### src/rtl/bmsp_ram.sv
// Generic single-write, single-read RAM with a registered read port.
module bmsp_ram #(
    parameter int WIDTH = 8,
    parameter int DEPTH = 256
) (
    input  logic                     i_clk,
    input  logic                     i_we,
    input  logic [$clog2(DEPTH)-1:0] i_waddr,
    input  logic [WIDTH-1:0]         i_wdata,
    input  logic                     i_re,
    input  logic [$clog2(DEPTH)-1:0] i_raddr,
    output logic [WIDTH-1:0]         o_rdata
);
    logic [WIDTH-1:0] r_mem [DEPTH];
    logic [WIDTH-1:0] r_rdata;

    always_ff @(posedge i_clk) begin
        if (i_we) begin
            r_mem[i_waddr] <= i_wdata;
        end
        if (i_re) begin
            r_rdata <= r_mem[i_raddr];
        end
    end

    assign o_rdata = r_rdata;
endmodule

### config.mk
export PLATFORM = sky130hd
export DESIGN_NAME = bmsp_ram
export DESIGN_NICKNAME = d
export VERILOG_FILES = /design/src/rtl/bmsp_ram.sv
export SDC_FILE = /design/constraint.sdc
export NUM_CORES = 2
export LEC_CHECK = 0
export BUFFER_PORTS_ARGS = -buffer_cell sky130_fd_sc_hd__buf_2
export CAP_MARGIN = 10
export CORE_ASPECT_RATIO = 0.7
export CORE_UTILIZATION = 50
export CTS_CLUSTER_SIZE = 30
export DETAILED_ROUTE_END_ITERATION = 10
export PLACE_DENSITY = 0.77
export SYNTH_ARGS = -nofsm -noshare
export SYNTH_HDL_FRONTEND = slang
export SYNTH_SLANG_ARGS = --single-unit
### constraint.sdc
create_clock -name i_clk -period 5.6 [get_ports i_clk]
set_clock_uncertainty 0.15 [all_clocks]
set_input_delay 0.56 -clock i_clk [delete_from_list [all_inputs] [get_ports i_clk]]
set_output_delay 0.56 -clock i_clk [all_outputs]
set_load 0.005 [all_outputs]
==> impl_metrics.json <==
{
  "clkPwrFrac": 0.385,
  "synth_ff_type": "edfxtp_1",
  "grt_pass1_vias": 38840,
  "rr_worst_depth": 6,
  "finalHoldViolations": 0,
  "pwr-share-comb": 0.051,
  "required_ps": 5970,
  "cts_buffers": 173,
  "ios": 35,
  "fmax_mhz": 267.3,
  "cts_htree_levels": 4,
  "ys_types": 54,
  "tns_ps": 0,
  "drive_gt1_frac": 0.2112,
  "swShare": 0.2151,
  "syn_inst": 3733,
  "reg2reg_to": "o_rdata[3]$_DFFE_PP_",
  "cp.arrival_ps": 4110,
  "grt_use_total": 0.2454,
  "synth_top_area_share": 0.7753,
  "ant_nets": 0,
  "rows": 122,
  "hp-class": "in2reg",
  "r2r_start": "r_mem[210][3]$_DFFE_PP_",
  "die_h_um": 335.9,
  "final_max_slew_viol_count": 0,
  "peakVddDrop_mv": 0.3397,
  "synth_most_common_cell": "edfxtp_1",
  "routed_wl_mm": 195.9,
  "clock-sinks": 2056,
  "fillers": 11390,
  "syn-cell-area_mm2": 0.07964,
  "tightest_slew_ps": 1228,
  "startpoint_type": "input pin",
  "wl_per_cell_um": 32.34,
  "clk_path_buf_depth": 3,
  "synth_top_area_cell": "edfxtp_1",
  "initial_utilization": 0.5036,
  "synth_fp_nets": 3760,
  "place_area_mm2": 0.08212,
  "clk-insertion-delay-late_ps": 820,
  "internal_power_mw": 23.62,
  "async_reset_ff_frac": 0,
  "port_buffers": 34,
  "first_pass_iters": 6,
  "cts_resized": 0,
  "crit_start": "i_raddr[0]",
  "ys_seq_area_frac": 0.7753,
  "status": "finished, final reports clean",
  "finalSetupViolations": 0,
  "cp_max_fo": 45,
  "grt_pass1_wl_mm": 282.5,
  "rsz0062_at_grt": "no",
  "power.density_mw_per_mm2": 344.2,
  "cts.clk_slew.worst_paths_ps": 60,
  "syn_avg_cell_area_um2": 21.33,
  "path_class": "in2reg",
  "cts_root_buf": "clkbuf_16",
  "overflow": 0,
  "seqPwrFrac": 0.564,
  "die_area_mm2": 0.1609,
  "post_drt_via_cell_ratio": 6.628,
  "synth-edff-count": 2056,
  "power_leakage_nw": 26.60,
  "grt_max_degree": 153,
  "crit_path_end_kind": "flop",
  "min_period_over_period": 0.6681,
  "period_minus_slack_ps": 3741,
  "antenna_found_initial": 17,
  "p_sw_mw": 6.475,
  "finalNetCount": 3833,
  "total_power_mw": 30.09,
  "r2r_setup_slack_ps": 2380,
  "gp_congestion": 0.8915,
  "slew_headroom": 0.1736,
  "drc_errors": 0,
  "dp_hpwl_mm": 117.1,
  "yosys_warnings": 0,
  "tritoncts": "yes",
  "synth_area_leaders": "edfxtp_1, mux4_2, mux2i_1, nor2_1, a22oi_1",
  "die-width_um": 479.0,
  "synth_commonest_cells": "edfxtp_1, mux4_2, nor2_1, mux2i_1, a22oi_1",
  "drv_cap": 0,
  "core_region_area_mm2": 0.1581,
  "drtIter0Drc": 6469,
  "min_from": "i_wdata[1]",
  "vias": 40160,
  "synth-seq-cells": 2056,
  "worstSetupEndpoint": "o_rdata[3]$_DFFE_PP_",
  "final_cell_area_mm2": 0.08744,
  "syn_to_final_growth_pct": 9.798
}
flip-flops by register name (all words and copies together), names as in the netlist:
signal	flops
o_rdata	8
r_mem	2048
layer usage:
layer	track usage	up-vias	share of wire
met5	0	-	0.00040
met4	0.07914	12	0.031
met3	0.08009	375	0.15
met2	0.3444	3120	0.44
met1	0.3644	20820	0.39
li1	-	15830	-
through the flow:
step                  util  hold WS [ps]  std cells  worst slack [ps]
floorplan                -         508.9       3733              2814
global placement    0.5192         797.6       5734             964.7
detailed placement  0.5193         804.3       5735              1202
CTS                 0.5527         230.6       6050              2028
global route        0.5529         254.1       6054              1864
finish              0.5529         224.2       6058              1859
final cells by class:
type	count	area (um2)	area share
Timing Repair Buffer	131	1261	0.01442
Clock buffer	224	4606	0.05267
Clock inverter	90	679.4	0.007770
Multi-Input combinational cell	1442	16500	0.1887
Sequential cell	2056	61740	0.7061
Antenna cell	5	12.51	0.0001431
Tap cell	2108	2638	0.03016
Inverter	2	7.507	0.00008586
worst max-delay path, stage by stage:
cell and delay, ps:
buf_8 390, buf_12 350, buf_12 210, mux4_2 510
a22o_1 290, a221oi_1 450, o32ai_1 320, nor3_1 730
nor4_1 120
cell families (layout without fill, tap and decap cells):
family | count (synthesis) | after routing | share of synthesized area
AND/OR/NAND/NOR | 466 | 466 | 0.02625
flip-flops | 2056 | 2056 | 0.7753
AO/OA/AOI/OAI | 385 | 385 | 0.03416
multiplexers | 591 | 591 | 0.1460
other | 0 | 5 | 0
buffers and inverters | 235 | 447 | 0.01829
cell usage in the layout (no fill, tap or decap), drive strengths merged, types with 7 or more instances in the layout:
master	count
edfxtp	2056
mux4	456
nor2	282
clkbuf	232
mux2i	134
a22oi	133
buf	122
a21oi	96
clkinv	77
o221ai	47
nand3	34
nand2	33
nor2b	31
o22ai	28
nor4	27
nor3	22
a211oi	16
a221oi	14
o21ai	12
nand4	10
o211ai	10
nand2b	8
a22o	8
bufinv	7
inv	7
power by group through the flow:
stage | registers [mW] | clock network (mW) | logic [mW]
2_1_floorplan | 17.3 | 0 | 0.824
3_3_place_gp | 17.3 | 0 | 1.46
5_1_grt | 17.0 | 12.2 | 1.59
6_report | 17.0 | 11.6 | 1.53
4_1_cts | 17.0 | 11.6 | 1.50
3_5_place_dp | 17.3 | 0 | 1.49
timing repair:
| item | CTS | global route |
|---|---|---|
| hold endpoints to repair | 8 | 0 |
| hold buffers | 1 | 0 |
| buffers inserted | 0 | 0 |
worst min path at each step:
stage,cells after the start,end,slack [ps]
2_1_floorplan,0,r_mem[0][0]$_DFFE_PP_,510
3_3_place_gp,1,o_rdata[0]$_DFFE_PP_,800
3_5_place_dp,1,o_rdata[2]$_DFFE_PP_,800
4_1_cts,1,r_mem[80][1]$_DFFE_PP_,230
5_1_grt,1,r_mem[80][1]$_DFFE_PP_,250
6_report,1,r_mem[83][1]$_DFFE_PP_,220
(Power assumes the default switching activity.)
